`src/hdl/bds_pkg.sv`:
```
package bds_pkg;

   // configuration register map
   localparam int CSR_INDEX_BITS = 1;
   localparam logic [CSR_INDEX_BITS-1:0] CSR_FRAME_WIDTH  = 1'b0;
   localparam logic [CSR_INDEX_BITS-1:0] CSR_FRAME_HEIGHT = 1'b1;

   localparam int CFG_BITS     = 13;
   localparam int WIDTH_RESET  = 640;
   localparam int HEIGHT_RESET = 480;
   localparam int HEIGHT_LIMIT = 4096;
   localparam int ROW_BITS     = 12;

   // result queue
   localparam int OUT_DEPTH    = 3;
   localparam int OUT_PTR_BITS = 2;
   localparam int OUT_CNT_BITS = 2;

   // raster position of the pixel in transfer
   typedef struct packed {
      logic odd_col;
      logic odd_row;
      logic last_col;
      logic last_row;
   } bds_pos_type;

endpackage

```
`src/hdl/bds_scan.sv`:
```
module bds_scan #(
   parameter int MAX_WIDTH = 4096,
   parameter int COL_BITS  = 12
) (
   input  logic                               clock,
   input  logic                               reset,
   input  logic                               csr_wen,
   input  logic [bds_pkg::CSR_INDEX_BITS-1:0] csr_index,
   input  logic [bds_pkg::CFG_BITS-1:0]       csr_wdata,
   input  logic                               advance,
   output logic [COL_BITS-1:0]                col,
   output bds_pkg::bds_pos_type               pos
);

   import bds_pkg::*;

   logic [COL_BITS-1:0] col_ff, col_in;
   logic [ROW_BITS-1:0] row_ff, row_in;
   logic [COL_BITS-1:0] last_col_ff, last_col_in;
   logic [ROW_BITS-1:0] last_row_ff, last_row_in;

   // zero counts as one, oversize saturates
   function automatic logic [COL_BITS-1:0] col_last_of(input logic [CFG_BITS-1:0] v);
      logic [COL_BITS-1:0] r;
      if (v == '0) begin
         r = '0;
      end else if (int'(v) > MAX_WIDTH) begin
         r = COL_BITS'(MAX_WIDTH - 1);
      end else begin
         r = COL_BITS'(v - 1'b1);
      end
      return r;
   endfunction

   function automatic logic [ROW_BITS-1:0] row_last_of(input logic [CFG_BITS-1:0] v);
      logic [ROW_BITS-1:0] r;
      if (v == '0) begin
         r = '0;
      end else if (int'(v) > HEIGHT_LIMIT) begin
         r = ROW_BITS'(HEIGHT_LIMIT - 1);
      end else begin
         r = ROW_BITS'(v - 1'b1);
      end
      return r;
   endfunction

   always_comb begin
      pos.odd_col  = col_ff[0];
      pos.odd_row  = row_ff[0];
      pos.last_col = (col_ff == last_col_ff);
      pos.last_row = (row_ff == last_row_ff);
   end

   assign col = col_ff;

   always_comb begin
      col_in      = col_ff;
      row_in      = row_ff;
      last_col_in = last_col_ff;
      last_row_in = last_row_ff;
      if (csr_wen) begin
         // any write restarts the frame
         col_in = '0;
         row_in = '0;
         unique case (csr_index)
            CSR_FRAME_WIDTH:  last_col_in = col_last_of(csr_wdata);
            CSR_FRAME_HEIGHT: last_row_in = row_last_of(csr_wdata);
         endcase
      end else if (advance) begin
         if (pos.last_col) begin
            col_in = '0;
            row_in = pos.last_row ? '0 : row_ff + 1'b1;
         end else begin
            col_in = col_ff + 1'b1;
         end
      end
   end

   always_ff @(posedge clock) begin
      if (reset) begin
         col_ff      <= '0;
         row_ff      <= '0;
         last_col_ff <= col_last_of(CFG_BITS'(WIDTH_RESET));
         last_row_ff <= row_last_of(CFG_BITS'(HEIGHT_RESET));
      end else begin
         col_ff      <= col_in;
         row_ff      <= row_in;
         last_col_ff <= last_col_in;
         last_row_ff <= last_row_in;
      end
   end

endmodule

```
`config.mk`:
```
export PLATFORM = sky130hd
export DESIGN_NAME = bds_scan
export DESIGN_NICKNAME = d
export VERILOG_FILES = /design/src/hdl/bds_pkg.sv /design/src/hdl/bds_scan.sv
export SDC_FILE = /design/constraint.sdc
export NUM_CORES = 1
export LEC_CHECK = 0
export BUFFER_PORTS_ARGS = -buffer_cell sky130_fd_sc_hd__buf_2
export CAP_MARGIN = 20
export CORE_MARGIN = 4
export CORE_UTILIZATION = 45
export CTS_BUF_LIST = sky130_fd_sc_hd__clkbuf_2 sky130_fd_sc_hd__clkbuf_4 sky130_fd_sc_hd__clkbuf_8
export DETAILED_ROUTE_END_ITERATION = 6
export HOLD_SLACK_MARGIN = 0.02
export PLACE_DENSITY = 0.67
export SLEW_MARGIN = 5
export SYNTH_ARGS = -nofsm -noshare
export SYNTH_HDL_FRONTEND = slang
export SYNTH_SLANG_ARGS = --single-unit
```
`constraint.sdc`:
```
create_clock -name clock -period 2.2 [get_ports clock]
set_input_delay 0.11 -clock clock [delete_from_list [all_inputs] [get_ports clock]]
set_output_delay 0.11 -clock clock [all_outputs]
set_load 0.02 [all_outputs]
```
# After elaboration in Yosys (flattened, before gate mapping)
# Cells that the tools add are included.
# op_classes
n_bitwise	1
addsub	3
mux	4
n_div	0
magnitude_cmp	1
mul	0
n_reduce_logical	5
shift	0
eq_ne	2
# ops
op	n
12-bit 2-to-1 mux	4
12-bit by 1-bit adder with 12-bit output, second input constant	2
12-bit equality test	2
13-bit greater-than comparator, second input constant	1
13-bit zero test	1
12-bit by 1-bit subtractor with 12-bit output, second input constant	1
2-bit AND reduction	3
2-bit OR reduction	1
1-bit NOT	1
# word_totals
ramBits	0
latchBits	0
inputBits	18
n_memories	0
register_bits	48
mem_bits_ro	0

# Logic depth before layout (Yosys ltp)
# logic_depth
ltp_word	3
depth_mapped	9

# Least setup slack after synthesis
# No wires, ideal clock.
# synth_path
path_type	reg-to-reg
start	reg col_ff[0], in the netlist col[0]
end	reg row_ff[10]
path_buffers	1
synth_period_minus_slack_ns	2.228
arrival_time_ns	2.155
stages_incl_launch_ff	7
path_slack_ns	-0.028
setup_ns	0.073
t_required_ns	2.127
cell_sequence	dfxtp_1 > xnor2_1 > nand4_1 > or4_4 > buf_6 > or4_1 > a21oi_1
# synth_between
elab_chain_cells	2
# synth_lines
item	line	text
start: declaration	bds_scan.sv:17	logic [COL_BITS-1:0] col_ff, col_in;
start signal: assignment	bds_scan.sv:86	col_ff <= col_in;
12-bit equality test	bds_scan.sv:50	pos.last_col = (col_ff == last_col_ff);
2-bit AND reduction (no source line)	-	
end signal: assignment	bds_scan.sv:87	row_ff <= row_in;
end: declaration	bds_scan.sv:18	logic [ROW_BITS-1:0] row_ff, row_in;
# No other way between the ends.
# A chain may end at the register's enable or synchronous reset.

# Worst setup path in the final report
# layout_path
start	reg last_col_ff[8]
end	reg row_ff[10]
# layout_between
elab_chain_cells	2
# layout_lines
item	line	text
start: declaration	bds_scan.sv:19	logic [COL_BITS-1:0] last_col_ff, last_col_in;
start signal: assignment	bds_scan.sv:83	last_col_ff <= col_last_of(CFG_BITS'(WIDTH_RESET));
start signal: assignment	bds_scan.sv:88	last_col_ff <= last_col_in;
12-bit equality test	bds_scan.sv:50	
2-bit AND reduction (no source line)	-	
# No other way between the ends.

==> summary.md <==
| Metric | Value |
|---|---|
| Top routing layer in use | met4 |
| Final Hold Viols | 0 |
| Crit path DAT | 2.36 ns |
| Final Critical Period | 2.12 ns |
| Comb pwr share | 0.103 |
| Count of cell types in the netlist | 42 |
| Ys async rst share | 0 |
| Syn nets | 308 |
| Met1 wire length | 2890 um |
| # clock sinks | 48 |
| Maximum fanout along the worst path | 6 |
| Final Cycle Share | 0.964 |
| GRT overflow | 0 |
| Slew HR | 0.597 |
| Area used by multi-input combinational logic | 1480 um^2 |
| Die Width | 82.8 um |
| Max Clock Skew | 0.00268 ns |
| Hold/Removal Path Class | primary input to register |
| Met2 routed WL | 2820 um |
| GRT Overall Usage | 0.171 |
| Register area | 971 um^2 |
| YS warnings | 0 |
| Setup_tns | 0 ns |
| Placed Cells | 387 |
| Initial antenna violation count | 0 |
| Finished Cell Area | 2990 um^2 |
| Core ar. | 5270 um^2 |
| Crit path buf inv count | 1 |
| CTS Buf Count | 5 |
| Most frequent cells in the layout | 40 x dfxtp_1, 34 x buf_2, 27 x nor2_1 |
| P_leak | 0.00114 uW |
| Die area | 6860 um^2 |
| CP startpoint kind | register |
| Layout cells sized above 1 | 0.236 |
| CP peak stage delay | 0.59 ns |
| Antenna Nets Post-Route | 0 |
| Met3 WL post-DR | 185 um |
| Internal | 1320 uW |
| Post-synth EDFFs | 0 |
| Area Overhead vs Synth | 18.5% |
| Final Non-Filler Cells | 400 |
| Fin nets | 351 |
| # IOs | 34 |
| CTS H-Tree Depth | 2 |
| Net Switching | 414 uW |
| Final setup vio count | 0 |
| Post-DP Area | 2790 um^2 |
| Worst-Margin Slew | 0.603 ns |
| Synth top area share | 0.382 |
| Syn Inst Count | 286 |
| Outcome | completed |
| First-pass GRT wire length | 9810 um |
| Final Max Slew Viols | 0 |
| Routed via count | 2203 |
| Drt initial violations | 78 |
| CP endpoint kind | register |
| CTS root buffer | clkbuf_8 |
| DRT Pass-1 Iters | 4 |
| Syn Area/Cell | 8.81 um^2 |
| Largest area contributor in the netlist | dfxtp_1 |
| Clk pin slew, worst setup/hold paths | 0.08 ns |
| Core Util, Final | 0.566 |
| Largest net degree at the start of global routing | 28 |
| RSZ-0062 raised after global routing | true |
| Final HPWL DP | 4480 um |
| CTS tree | built |
| Die height | 82.8 um |
| Max Cap Viol | 0 |
| Fmax | 472 MHz |
| Netlist Area Pre-Place | 2520 um^2 |
| # port buffers | 33 |
| Worst vdd ir | 0.306 mV |
| Clk buf depth | 2 |
| Drt via density | 5.51 |
| Hold_buf cts | 0 |
| Clk pwr share | 0.368 |
| DRC errors left | 0 |
| Required time of the critical path | 2.44 ns |
| Number of core rows | 26 |
| Switching share of total power | 0.238 |
| Crit Path Category | register to register |
| Reg2reg setup slack | 0.08 ns |
| CP delay by family, top | simple AND/OR/NAND/NOR gates |
| Starting density of the core | 0.478 |
| # diodes | 0 |
| Main synth FF type | dfxtp_1 |
| Final GP Congestion | 0.790 |
| Reg power frac | 0.529 |
| Crit-path cells | xnor2_1 > nand4_1 > or4_4 > buf_12 > or4_1 > a21oi_2 |
| Critical path's slowest cell | or4_4 |
| Seq/Total Area, Yosys | 0.382 |
| PD cells | 581 nW/um^2 |
| Commonest non-fill, non-tap cell in the layout | dfxtp_1 |
| Synth Register Bits | 48 |
| Fill cells | 500 |
| Worst-Skew Late Latency | 0.30 ns |
| Vias in the first global route | 2075 |
| Synth top area cells | dfxtp_1 38%, xor2_1 7.3%, xnor2_1 7.0% |
| WL per Instance | 15.0 um |
| Final WL | 5990 um |
power groups by stage:
stage / clock network [uW] / logic, uW / registers (uW)
6_report: 639 / 179 / 919
3_5_place_dp: 0 / 174 / 938
3_3_place_gp: 0 / 171 / 937
5_1_grt: 686 / 200 / 922
2_1_floorplan: 0 / 118 / 934
4_1_cts: 649 / 176 / 917
layout make-up:
cell class	instances	share of cell area
clock buffers	6	0.0256
clock inverters	2	0.0117
inverters	6	0.00754
multi-input cells	217	0.497
flip-flops and latches	48	0.325
well taps	70	0.0293
repair buffers	51	0.104
final timing paths:
check	depth (start not counted)	startpoint	to
worst min register to register	2	last_row_ff[10]$_SDFFE_PP0P_	last_row_ff[10]$_SDFFE_PP0P_
worst max register to register	6	last_col_ff[8]$_SDFFE_PP0P_	row_ff[10]$_SDFFE_PP0P_
worst min-delay path	3	advance	col[0]$_SDFFE_PP0P_
worst max-delay path	6	last_col_ff[8]$_SDFFE_PP0P_	row_ff[10]$_SDFFE_PP0P_
metal layers:
metal,vias up,GRT usage
li1,1138,-
met1,1023,0.226
met2,33,0.275
met3,9,0.0376
met4,0,0.0594
met5,-,0
metrics by stage:
| step | power (uW) | setup WS (ns) | hold WS (ns) |
|---|---|---|---|
| 5_1_grt | 1810 | -0.0690 | 0.205 |
| 3_5_place_dp | 1110 | 0.116 | 0.468 |
| 2_1_floorplan | 1050 | 0.0194 | 0.320 |
| 3_3_place_gp | 1110 | 0.118 | 0.459 |
| 6_report | 1740 | 0.0794 | 0.191 |
| 4_1_cts | 1740 | 0.0982 | 0.183 |
logic make-up (layout without fill, tap and decap cells):
logic type / after synthesis / after routing / share of synthesized area
and+or+nand+nor: 114 / 114 / 0.247
AOI/OAI and AO/OA: 57 / 57 / 0.166
DFF: 48 / 48 / 0.382
xor gates and xnor gates: 41 / 41 / 0.143
buffers and inverters: 21 / 65 / 0.0392
adders and majority gates: 4 / 4 / 0.0199
muxes: 1 / 1 / 0.00397
cell usage after synthesis, types with 5 or more instances:
library cell / n
dfxtp_1: 48
nor2_1: 27
clkbuf_1: 10
xnor2_1: 20
nand3_1: 10
nand4_1: 11
or3_1: 5
or4_1: 9
xor2_1: 21
nand2_1: 20
nor4_1: 8
a21oi_1: 15
nor3_1: 6
a221o_1: 12
inv_1: 6
o31ai_1: 11
worst reg2reg max path, cell delays in order (launching register included):
cell and delay (ns):
dfxtp_2 0.34, xnor2_1 0.16, nand4_1 0.18, or4_4 0.59, buf_12 0.15, or4_1 0.52
a21oi_2 0.13
timing repair:
item,CTS,global route
buffers inserted,0,5
endpoints found under the setup margin,0,6
resized for setup,0,11
state kept, by name, indices dropped and copies added, names as in the netlist:
register and cells:
col 12, last_col_ff 12, last_row_ff 12, row_ff 12
Note: power is estimated with default switching activity, not from simulation.
