[config.mk]
export PLATFORM = sky130hd
export DESIGN_NAME = bds_out_fifo
export DESIGN_NICKNAME = d
export VERILOG_FILES = /design/src/hdl/bds_pkg.sv /design/src/hdl/bds_out_fifo.sv
export SDC_FILE = /design/constraint.sdc
export NUM_CORES = 1
export LEC_CHECK = 0
export BUFFER_PORTS_ARGS = -buffer_cell sky130_fd_sc_hd__buf_2
export CAP_MARGIN = 20
export CORE_MARGIN = 2
export CORE_UTILIZATION = 45
export CTS_CLUSTER_SIZE = 8
export DETAILED_ROUTE_END_ITERATION = 10
export GPL_TIMING_DRIVEN = 1
export HOLD_SLACK_MARGIN = 0.12
export PLACE_DENSITY = 0.69
export SKIP_LAST_GASP = 1
export SLEW_MARGIN = 20
export SYNTH_ARGS = -nofsm -noshare
export SYNTH_HDL_FRONTEND = slang
export SYNTH_SLANG_ARGS = --single-unit
[constraint.sdc]
create_clock -name clock -period 2.2 [get_ports clock]
set_input_delay 0 -clock clock [delete_from_list [all_inputs] [get_ports clock]]
set_output_delay 0 -clock clock [all_outputs]
set_load 0.005 [all_outputs]
[src/hdl/bds_pkg.sv]
package bds_pkg;

   // configuration register map
   localparam int CSR_INDEX_BITS = 1;
   localparam logic [CSR_INDEX_BITS-1:0] CSR_FRAME_WIDTH  = 1'b0;
   localparam logic [CSR_INDEX_BITS-1:0] CSR_FRAME_HEIGHT = 1'b1;

   localparam int CFG_BITS     = 13;
   localparam int WIDTH_RESET  = 640;
   localparam int HEIGHT_RESET = 480;
   localparam int HEIGHT_LIMIT = 4096;
   localparam int ROW_BITS     = 12;

   // result queue
   localparam int OUT_DEPTH    = 3;
   localparam int OUT_PTR_BITS = 2;
   localparam int OUT_CNT_BITS = 2;

   // raster position of the pixel in transfer
   typedef struct packed {
      logic odd_col;
      logic odd_row;
      logic last_col;
      logic last_row;
   } bds_pos_type;

endpackage

[src/hdl/bds_out_fifo.sv]
module bds_out_fifo #(
   parameter int DATA_BITS = 19
) (
   input  logic                               clock,
   input  logic                               reset,
   input  logic                               push,
   input  logic [DATA_BITS-1:0]               push_data,
   output logic                               pop_valid,
   input  logic                               pop_ready,
   output logic [DATA_BITS-1:0]               pop_data,
   output logic [bds_pkg::OUT_CNT_BITS-1:0]   count
);

   import bds_pkg::*;

   logic [DATA_BITS-1:0]    entry_ff [OUT_DEPTH];
   logic [OUT_PTR_BITS-1:0] wr_ptr_ff, wr_ptr_in;
   logic [OUT_PTR_BITS-1:0] rd_ptr_ff, rd_ptr_in;
   logic [OUT_CNT_BITS-1:0] count_ff, count_in;
   logic                    pop;

   function automatic logic [OUT_PTR_BITS-1:0] ptr_next(input logic [OUT_PTR_BITS-1:0] p);
      return (p == OUT_PTR_BITS'(OUT_DEPTH - 1)) ? '0 : p + 1'b1;
   endfunction

   assign pop       = pop_valid && pop_ready;
   assign pop_valid = (count_ff != '0);
   assign pop_data  = entry_ff[rd_ptr_ff];
   assign count     = count_ff;

   always_comb begin
      wr_ptr_in = push ? ptr_next(wr_ptr_ff) : wr_ptr_ff;
      rd_ptr_in = pop ? ptr_next(rd_ptr_ff) : rd_ptr_ff;
      count_in  = count_ff + OUT_CNT_BITS'(push) - OUT_CNT_BITS'(pop);
   end

   always_ff @(posedge clock) begin
      if (push) begin
         entry_ff[wr_ptr_ff] <= push_data;
      end
   end

   always_ff @(posedge clock) begin
      if (reset) begin
         wr_ptr_ff <= '0;
         rd_ptr_ff <= '0;
         count_ff  <= '0;
      end else begin
         wr_ptr_ff <= wr_ptr_in;
         rd_ptr_ff <= rd_ptr_in;
         count_ff  <= count_in;
      end
   end

endmodule

== After elaboration in Yosys (flattened, before gate mapping) ==
Memories as Yosys holds them, arrays and structs flattened. A register that Yosys moved wholly into a read port is not among the register bits.
Cells that the tools add are included.
Cells by class
  equal/unequal tests: 2
  multiplexer cells: 6
  reduce and logical (&&, ||, !) cells: 2
  $add $sub $neg: 4
Operator list (number)
  2-bit 2-to-1 mux: 4
  2-bit by 1-bit adder with 2-bit output (second input constant): 2
  2-bit equality test (second input constant): 2
  2-bit by 1-bit adder with 2-bit output: 1
  1-bit 2-to-1 mux: 2
  2-bit nonzero test: 1
  2-bit by 1-bit subtractor with 2-bit output: 1
  1-bit logical AND: 1
Storage, ports and cells
  register bits after elaboration: 6
  word-level logic and storage cells: 18
  input port bits: 23
  memories: 1
  RAM bits: 57
  output and inout port bits: 22
Memories
  entry_ff: words 3, bits a word 19, rd ports 1, clocked after memory_dff 1, wr ports 1, line bds_out_fifo.sv:16  | logic [DATA_BITS-1:0] entry_ff [OUT_DEPTH];

== Longest topological paths before layout ==
Gate-level depths: netlist (run 1).
  depth after elaboration: 4
  gate-level depth with buffers: 5
  mapped depth without buffers: 5

== Least setup slack after synthesis (run 1) ==
Ideal clock, no wire load.
  path kind: register -> register
  start point: reg wr_ptr_ff[1]
  end point: mem entry_ff[0][0] (enable)
  stages on the path, launching flop included: 2
  setup slack: -0.074 ns
  buffers on the path: 0
  arrival time: 1.848 ns
  setup time: 0.426 ns
  clock period less this slack: 2.274 ns
  required time: 1.774 ns
  cells stage by stage: dfxtp_1 nor3b_1
RTL lines
  start: declaration: line bds_out_fifo.sv:17  | logic [OUT_PTR_BITS-1:0] wr_ptr_ff, wr_ptr_in;
  start signal: assignment: line bds_out_fifo.sv:49  | wr_ptr_ff <= wr_ptr_in;
  end: declaration: line bds_out_fifo.sv:16
No word-level cell before the write port.

==> reports/results.ini, run 1 <==
[floorplan]
rows = 26
die_y_um = 77.6
fp.dieW_um = 77.6
dieArea_um2 = 6020
ios = 45
floorplan.initialDensity_pct = 47.1
core_um2 = 5170

[cts]
insertion_delay_ns = 0.33
clk_pin_slew_ns = 0.07
cts_buffer_depth = 2
cts-root-buf = clkbuf_8
cts_tree = built
cts_sinks = 65
cts_buffers = 9
cts_resized = 0
cts_setup_buffers = 0
htreeDepth = 3

[global_route]
grt_pass1_wl_um = 6550
overflow = 0
grt_pass1_vias = 1410
grt_max_degree = 27
antenna_found_initial = 0
gr-usage-all-layers_pct = 14.7

[synthesis]
postSynthCellCount = 158
ys_ff_latch = 65
yosysSeqAreaShare_pct = 76.8
synthesis.area_um2 = 2440
ys_types = 20
synthTopCellsByArea = edfxtp_1 70%, mux2i_1 8.2%, dfxtp_1 6.6%, o21ai_0 4.1%, nand2_1 3.7%
synth_fp_nets = 182
yosys_warnings = 0
avgSynthCellArea_um2 = 15.4
yosysTopAreaCellShare_pct = 70.2
synth_top_cell_by_area = edfxtp_1

[finish]
final_area_um2 = 3220
n_antenna_cell = 0
synthToLayoutAreaGrowth_pct = 32.2
multi_input_area_um2 = 536
mostFrequentLayoutCells = 57 x edfxtp_1, 44 x buf_2, 24 x nand2_1
fin_cells = 309
final_common_cell = edfxtp_1
seq_area_um2 = 1870
drive_gt1_share_pct = 28.9
final_nets = 258
fill_cells = 396

[setup_path]
critPathSlowestCell = dfxtp_1
critPathMaxStageDelay_ns = 0.54
crit_family = flip-flops
crit_buf_inv = 2
reg2reg_depth = 4
worstPathArrival_ns = 1.71
path_max_fanout = 13
worstReg2RegStart = count[0]$_SDFF_PP0_
cp-end-kind = primary output
crit_type = flip-flop to primary output
worstPathCellList = buf_4 > mux2i_1 > o21ai_0 > buf_2
worst_ep_required_time_ns = 2.20
r2r_slack_ns = 0.57
cp-start-kind = flip-flop

[routing]
viasPerCell = 4.69
wl_per_cell_um = 13.3
drtAntennaViolNets = 0
drt-total-wl_um = 4120
vias = 1448
route.detailed.drc = 0
first_pass_iters = 4
drtIter0Drc = 21

[hold_path]
whs_path_depth = 2
worstHoldStart = push_data[9]
hold_end = entry_ff[1][9]$_DFFE_PP_
hp-class = input pin to flip-flop

[placement]
placed_cell_area_um2 = 2760
gp_congestion = 0.720
portBuffers = 44
dp.cells = 270
post-dp-hpwl_um = 2520

[timing]
slew_headroom_pct = 68.5
drv_slew = 0
setup_violations = 0
fin_tns_setup_ns = 0
max_freq_ghz = 0.586
tightest_slew_ns = 0.471
finalHoldViolations = 0
rsz0062_at_grt = false
fin_crit_sh_pct = 77.5
skew_ns = 0.00330
min_period_ns = 1.71

[power_and_ir_drop]
power_density_nw_per_um2 = 871
p_leak_uw = 0.00116
peakVddDrop_v = 0.000446

[flow_run]
cap_viol_max_count = 0

[status]
status = finished, final reports clean

[routing by layer]
metal	wire [um]	global-route usage, %	vias to the layer above
li1	-	-	735
met1	1990	19.1	670
met2	1920	22.7	39
met3	174	4.53	4
met4	30	6.96	0
met5	0	0	-
[how the worst max path moves through the flow]
stage / start / end / slack (ns) / cells past startpoint
floorplan: wr_ptr_ff[0]$_SDFFE_PP0P_ / entry_ff[1][0]$_DFFE_PP_ / 0.55 / 2
global placement: wr_ptr_ff[1]$_SDFFE_PP0P_ / entry_ff[2][10]$_DFFE_PP_ / 0.77 / 3
detailed placement: wr_ptr_ff[1]$_SDFFE_PP0P_ / entry_ff[2][5]$_DFFE_PP_ / 0.75 / 3
CTS: flip-flop / pop_data[12] / 0.48 / 4
global route: flip-flop / pop_data[2] / 0.38 / 4
finish: flip-flop / pop_data[12] / 0.49 / 4
[report_power, final]
group / switching (uW) / internal, uW / total [uW]
sequential: 22.3 / 1400 / 1420
combinational: 108 / 115 / 223
clock: 421 / 741 / 1160
[cell families after synthesis]
| group | share of synthesized area, % |
|---|---|
| AO/OA/AOI/OAI | 5.49 |
| AND/OR/NAND/NOR | 6.16 |
| flip-flops | 76.8 |
| adder cells (fa/ha/maj) | 0.513 |
| multiplexers | 9.14 |
| buffers and inverters | 1.90 |
[sequential cells by signal (all words and copies together), names as in the netlist, named ones only]
register   count
count          2
entry_ff      57
wr_ptr_ff      2
rd_ptr_ff      2
[stage by stage]
step	hold slack, ns	power (uW)	utilization, %	setup slack (ns)
global placement	0.209	1640	53.4	0.774
CTS	0.386	2840	62.3	0.481
finish	0.410	2810	62.3	0.495
floorplan	0.0989	1540	-	0.548
global route	0.402	2910	62.3	0.384
detailed placement	0.207	1640	53.4	0.752
[layout make-up]
| cell class | count | area share (%) |
|---|---|---|
| multi-input cells | 84 | 16.6 |
| inverters | 2 | 0.233 |
| flip-flops and latches | 65 | 58.1 |
| clock inverters | 7 | 3.38 |
| clock buffers | 9 | 3.84 |
| well taps | 70 | 2.72 |
| repair buffers | 72 | 15.1 |
[worst register-to-register path: stages, from the launching register on]
cell and delay (ns):
dfxtp_1 0.41, o21ai_2 0.10, or3b_1 0.40, a21oi_1 0.12, dlygate4sd3_1 0.55
[cell usage after synthesis (all sizes together)]
library cell   n
inv            2
clkbuf         4
a21oi          5
or2            1
nor3b          1
edfxtp        57
dfxtp          8
o21ai         21
ha             1
or3b           1
mux2           2
mux2i         20
nand2         24
nor2           5
nor2b          2
or3            1
buf            3
[what timing repair did]
action	4_1_cts	5_1_grt
endpoints found under the hold margin	65	0
hold buffers	23	0
endpoints found under the setup margin	0	0
No activity file was read; power rests on OpenSTA's default activity.
==> run 2, diff against run 1 <==
Settings changed: PLACE_DENSITY 0.69 to 0.67.
Clock period 2.2 ns to 1.63 ns, I/O delays scaled along.
==> run 2 against run 1 <==
Compared with the run above:
- cell count rose by 1.9%
- routed wire length rose by 7.7%
- first-iteration DRC count up 120%
- sequential power rose by 35%
- total power rose by 30%
- combinational power is 43% higher
- sequential cell count did not move
- largest cell class unchanged
==> reports/results.ini, run 2 (same netlist as run 1, synthesis figures left out) <==
[cts]
cts_hold_buf = 23
cts_buffer_depth = 2
cts-root-buf = clkbuf_8
clk_pin_slew_ns = 0.06
cts_buffers = 9
insertion_delay_ns = 0.33
cts_setup_buffers = 0
cts_tree = built
cts_sinks = 65
cts_resized = 0
htreeDepth = 3

[routing]
viasPerCell = 4.74
route.detailed.drc = 0
drtAntennaViolNets = 0
wl_per_cell_um = 14.1
drtIter0Drc = 47
drt-total-wl_um = 4440
first_pass_iters = 4
vias = 1494

[placement]
dp.cells = 276
post-dp-hpwl_um = 2930
dp_slack_ns = 0.409
gp_congestion = 0.687
portBuffers = 44

[floorplan]
die_y_um = 77.6
ios = 45
dieArea_um2 = 6020
floorplan.initialDensity_pct = 47.1
rows = 26
core_um2 = 5170
fp.dieW_um = 77.6

[setup_path]
worstPathArrival_ns = 1.76
cp-end-kind = flip-flop
critPathSlowestCell = dlygate4sd3_1
cp-start-kind = flip-flop
critPathMaxStageDelay_ns = 0.55
reg2reg_depth = 4
r2r_slack_ns = 0.14
worst_ep_required_time_ns = 1.90
path_max_fanout = 4
crit_buf_inv = 1
worst_r2r_endpoint = wr_ptr_ff[1]$_SDFFE_PP0P_
worstPathCellList = nand2_1 > mux2_2 > nor2_1 > dlygate4sd3_1
crit_type = flip-flop to flip-flop
crit_family = buffers and inverters
worstReg2RegStart = wr_ptr_ff[0]$_SDFFE_PP0P_

[finish]
fin_cells = 315
final_nets = 264
drive_gt1_share_pct = 30.2
final_common_cell = edfxtp_1
top_register = entry_ff
largest_register_ffs = 57
synthToLayoutAreaGrowth_pct = 32.9
mostFrequentLayoutCells = 57 x edfxtp_1, 44 x buf_2, 24 x nand2_1
n_antenna_cell = 0

[timing]
rsz0062_at_grt = false
slew_headroom_pct = 85.5
drv_slew = 0
finalHoldViolations = 0
fin_crit_sh_pct = 91.5
max_freq_ghz = 0.670
setup_violations = 0
tightest_slew_ns = 0.215
skew_ns = 0.00293
min_period_ns = 1.49
setup_slack_ns = 0.138
fin_tns_setup_ns = 0

[power_and_ir_drop]
p_leak_uw = 0.00118
power_density_nw_per_um2 = 1130
power_uw = 3650
peakVddDrop_v = 0.000754

[status]
status = finished, final reports clean

[global_route]
grt_pass1_vias = 1524
gr-usage-all-layers_pct = 15.8
grt_pass1_wl_um = 7070
grt_max_degree = 21
overflow = 0
antenna_found_initial = 0

[flow_run]
cap_viol_max_count = 0

[hold_path]
whs_path_depth = 2
worstHoldStart = push_data[15]
hold_end = entry_ff[0][15]$_DFFE_PP_
hp-class = input pin to flip-flop

## run 2: layout make-up
class,count,area [um^2]
Fill cell,394,1930
Sequential cell,65,1870
Multi-Input combinational cell,84,536
Timing Repair Buffer,78,533
Clock buffer,13,139
Tap cell,70,87.6
Clock inverter,3,65.1
Inverter,2,7.51
## run 2: metrics by stage
stage          utilization, %  area, um^2  hold slack [ns]
6_report                 62.6        3240            0.409
5_1_grt                  62.6        3240            0.402
4_1_cts                  62.6        3240            0.390
3_5_place_dp             54.2        2810            0.205
3_3_place_gp             54.2        2810            0.198
2_1_floorplan               -        2440           0.0989
## run 2: metal layers
| metal | wire (um) | global-route usage, % | vias to the layer above |
|---|---|---|---|
| li1 | - | - | 747 |
| met1 | 1930 | 18.6 | 698 |
| met2 | 2210 | 26.6 | 43 |
| met3 | 236 | 6.05 | 6 |
| met4 | 61 | 5.36 | 0 |
| met5 | 0 | 0 | - |
## run 2: worst max-delay path by stage
stage / start / endpoint / slack (ns) / depth (start not counted)
after floorplan: wr_ptr_ff[0]$_SDFFE_PP0P_ / entry_ff[1][0]$_DFFE_PP_ / -0.02 / 2
after global placement: count[0]$_SDFF_PP0_ / count[1]$_SDFF_PP0_ / 0.48 / 4
after detailed placement: count[0]$_SDFF_PP0_ / count[1]$_SDFF_PP0_ / 0.41 / 4
after CTS: wr_ptr_ff[0]$_SDFFE_PP0P_ / wr_ptr_ff[1]$_SDFFE_PP0P_ / 0.16 / 4
after global routing: wr_ptr_ff[0]$_SDFFE_PP0P_ / wr_ptr_ff[1]$_SDFFE_PP0P_ / 0.06 / 4
final: wr_ptr_ff[0]$_SDFFE_PP0P_ / wr_ptr_ff[1]$_SDFFE_PP0P_ / 0.14 / 4
## run 2: power by group
part           total (uW)  internal, uW  switching (uW)
registers            1920          1890            25.9
logic                 320           166             155
clock network        1420           862             556
## run 2: worst register-to-register path: cells and delay by family (launching register included)
family	cells	cell delay, ns
muxes	1	0.26
DFF	1	0.43
and+or+nand+nor	2	0.19
buffers and inverters	1	0.55
==> run 3, diff against run 2 <==
Settings changed: ABC_AREA set to 1, CTS_CLUSTER_DIAMETER set to 50, PLACE_DENSITY 0.67 to 0.66.
==> run 3 against run 2 <==
Compared with the run above:
- largest cell class unchanged
- count of clock-buffer cells in the layout grew 2
- critical path type is now flip-flop to primary output
- hold slack better by 0.0033 ns
- die area increased by 4.1%
- cell count up 9.5%
- largest power group unchanged
- fmax is 12% higher
- sequential cell count stayed put
- first-iteration DRC count increased by 91%
- critical path depth did not move
==> reports/results.ini, run 3 <==
[finish]
n_antenna_cell = 0
final_common_cell = edfxtp_1
fill_cells = 460
utilization_pct = 59.2
synthToLayoutAreaGrowth_pct = 27.5
final_nets = 292
top_register = entry_ff
multi_input_area_um2 = 564
final_area_um2 = 3240
mostFrequentLayoutCells = 57 x edfxtp_1, 44 x buf_2, 28 x nand2_1, 28 x nor2_1
largest_register_ffs = 57
seq_area_um2 = 1870
drive_gt1_share_pct = 32.2

[synthesis]
synthTopCellsByArea = edfxtp_1 67%, a21oi_2 7.6%, dfxtp_1 6.3%, nand2_1 4.1%, nor2_1 4.1%
postSynthCellCount = 189
yosysTopAreaCellShare_pct = 67.3
async_flop_share_pct = 0
ys_types = 17
synth_fp_nets = 213
synthAdderAreaFrac_pct = 0.492
synthesis.area_um2 = 2540
synthFlopType = edfxtp_1
synth_enable_flop_cells = 57
avgSynthCellArea_um2 = 13.5
ys_ff_latch = 65
synth_xor_area_share_pct = 0
synth_top_family_by_area = compound AO/OA/AOI/OAI gates
synth-simple-area-share_pct = 9.45
synth_top_cell_by_area = edfxtp_1
yosys_warnings = 0
synthMostInstantiatedCell = edfxtp_1
synth_common_cells = 57 x edfxtp_1, 28 x nand2_1, 28 x nor2_1
synthMuxAreaShare_pct = 0
synth_compound_area_share_pct = 11.8
yosysSeqAreaShare_pct = 73.6

[timing]
setup_violations = 0
fin_crit_sh_pct = 81.9
slew_headroom_pct = 76.1
fin_tns_setup_ns = 0
rsz0062_at_grt = false
finalHoldViolations = 0
drv_slew = 0
min_period_ns = 1.33
skew_ns = 0.00826
max_freq_ghz = 0.749
tightest_slew_ns = 0.358

[setup_path]
worst_ep_required_time_ns = 1.63
worstReg2RegStart = wr_ptr_ff[0]$_SDFFE_PP0P_
worstPathArrival_ns = 1.33
worstPathCellList = inv_2 > nand2_1 > a21oi_2 > buf_2
critPathSlowestCell = dfxtp_1
crit_family = buffers and inverters
crit_type = flip-flop to primary output
path_max_fanout = 19
worst_r2r_endpoint = entry_ff[0][2]$_DFFE_PP_
cp-start-kind = flip-flop
critPathMaxStageDelay_ns = 0.33
cp-end-kind = primary output
r2r_slack_ns = 0.37
reg2reg_depth = 4
crit_buf_inv = 2

[status]
status = finished, final reports clean

[routing]
drtIter0Drc = 90
drtAntennaViolNets = 0
wl_per_cell_um = 13.7
viasPerCell = 4.78
first_pass_iters = 4
route.detailed.drc = 0
vias = 1648
drt-total-wl_um = 4720

[floorplan]
die_y_um = 79.2
fp.dieW_um = 79.2
rows = 27
dieArea_um2 = 6270
floorplan.initialDensity_pct = 46.5
ios = 45
core_um2 = 5470

[placement]
placed_cell_area_um2 = 2850
portBuffers = 44
post-dp-hpwl_um = 2970
gp_congestion = 0.687

[global_route]
overflow = 0
grt_pass1_wl_um = 7350
grt_pass1_vias = 1566
grt_max_degree = 20
antenna_found_initial = 0
gr-usage-all-layers_pct = 16.3

[hold_path]
hold_end = entry_ff[2][3]$_DFFE_PP_
hp-class = input pin to flip-flop
worstHoldStart = push_data[3]
whs_path_depth = 2

[power_and_ir_drop]
p_leak_uw = 0.00127
power_density_nw_per_um2 = 1090
peakVddDrop_v = 0.000448

[cts]
cts_buffers = 9
cts_buffer_depth = 2
cts_setup_buffers = 0
cts_sinks = 65
cts_tree = built
cts-root-buf = clkbuf_8
insertion_delay_ns = 0.32
clk_pin_slew_ns = 0.06
htreeDepth = 3

[flow_run]
cap_viol_max_count = 0

## run 3: cell types whose count changed after synthesis, sizes merged, moves of 5 or more
cell	change
mux2i	-20
o21ai	-20
a21oi	+36
nor2	+23
inv	+10
nand3	+5
## run 3: how the worst max path moves through the flow
stage | slack [ns] | end | depth (start not counted) | from
global route | 0.17 | pop_data[10] | 4 | flip-flop
floorplan | 0.04 | entry_ff[2][0]$_DFFE_PP_ | 2 | wr_ptr_ff[1]$_SDFFE_PP0P_
detailed placement | 0.40 | entry_ff[0][3]$_DFFE_PP_ | 4 | wr_ptr_ff[0]$_SDFFE_PP0P_
global placement | 0.41 | entry_ff[0][15]$_DFFE_PP_ | 4 | wr_ptr_ff[0]$_SDFFE_PP0P_
CTS | 0.26 | pop_data[17] | 4 | flip-flop
finish | 0.30 | pop_data[10] | 4 | flip-flop
## run 3: power breakdown
part	switching, uW	leakage [uW]	internal (uW)	total (uW)
Combinational	251	0.000589	212	463
Sequential	28.2	0.000593	1890	1920
Clock	516	0.0000854	633	1150
Total	795	0.00127	2740	3530
## run 3: final cells by class
cell class / count / share of cell area, %
Tap cell: 72 / 2.78
Inverter: 12 / 1.39
Sequential cell: 65 / 57.7
Clock buffer: 15 / 5.13
Timing Repair Buffer: 74 / 15.4
Clock inverter: 1 / 0.116
Multi-Input combinational cell: 106 / 17.4
## run 3: logic make-up after synthesis
family,Yosys count
AND/OR/NAND/NOR,62
AO/OA/AOI/OAI,43
flip-flops,65
adder cells (fa/ha/maj),1
buffers and inverters,18
## run 3: routing by layer
metal / vias to the layer above / GRT usage (%) / share of wire [%]
met5: - / 0 / 0
met4: 0 / 9.66 / 2.1
met3: 7 / 4.20 / 3.7
met2: 39 / 25.9 / 50
met1: 780 / 20.0 / 44
li1: 822 / - / -
## run 3: per-stage QoR
stage                     hold slack, ns  cells  setup WS [ns]  total power (uW)
after floorplan                   0.0691    189         0.0404              2220
after global placement             0.206    307          0.413              2380
after detailed placement           0.204    307          0.396              2390
after CTS                          0.389    345          0.256              3580
after global routing               0.409    345          0.173              3690
final                              0.412    345          0.295              3530
## run 3: timing repair
action,CTS,global route
resized for setup,0,0
hold buffers,22,0
hold endpoints to repair,65,0
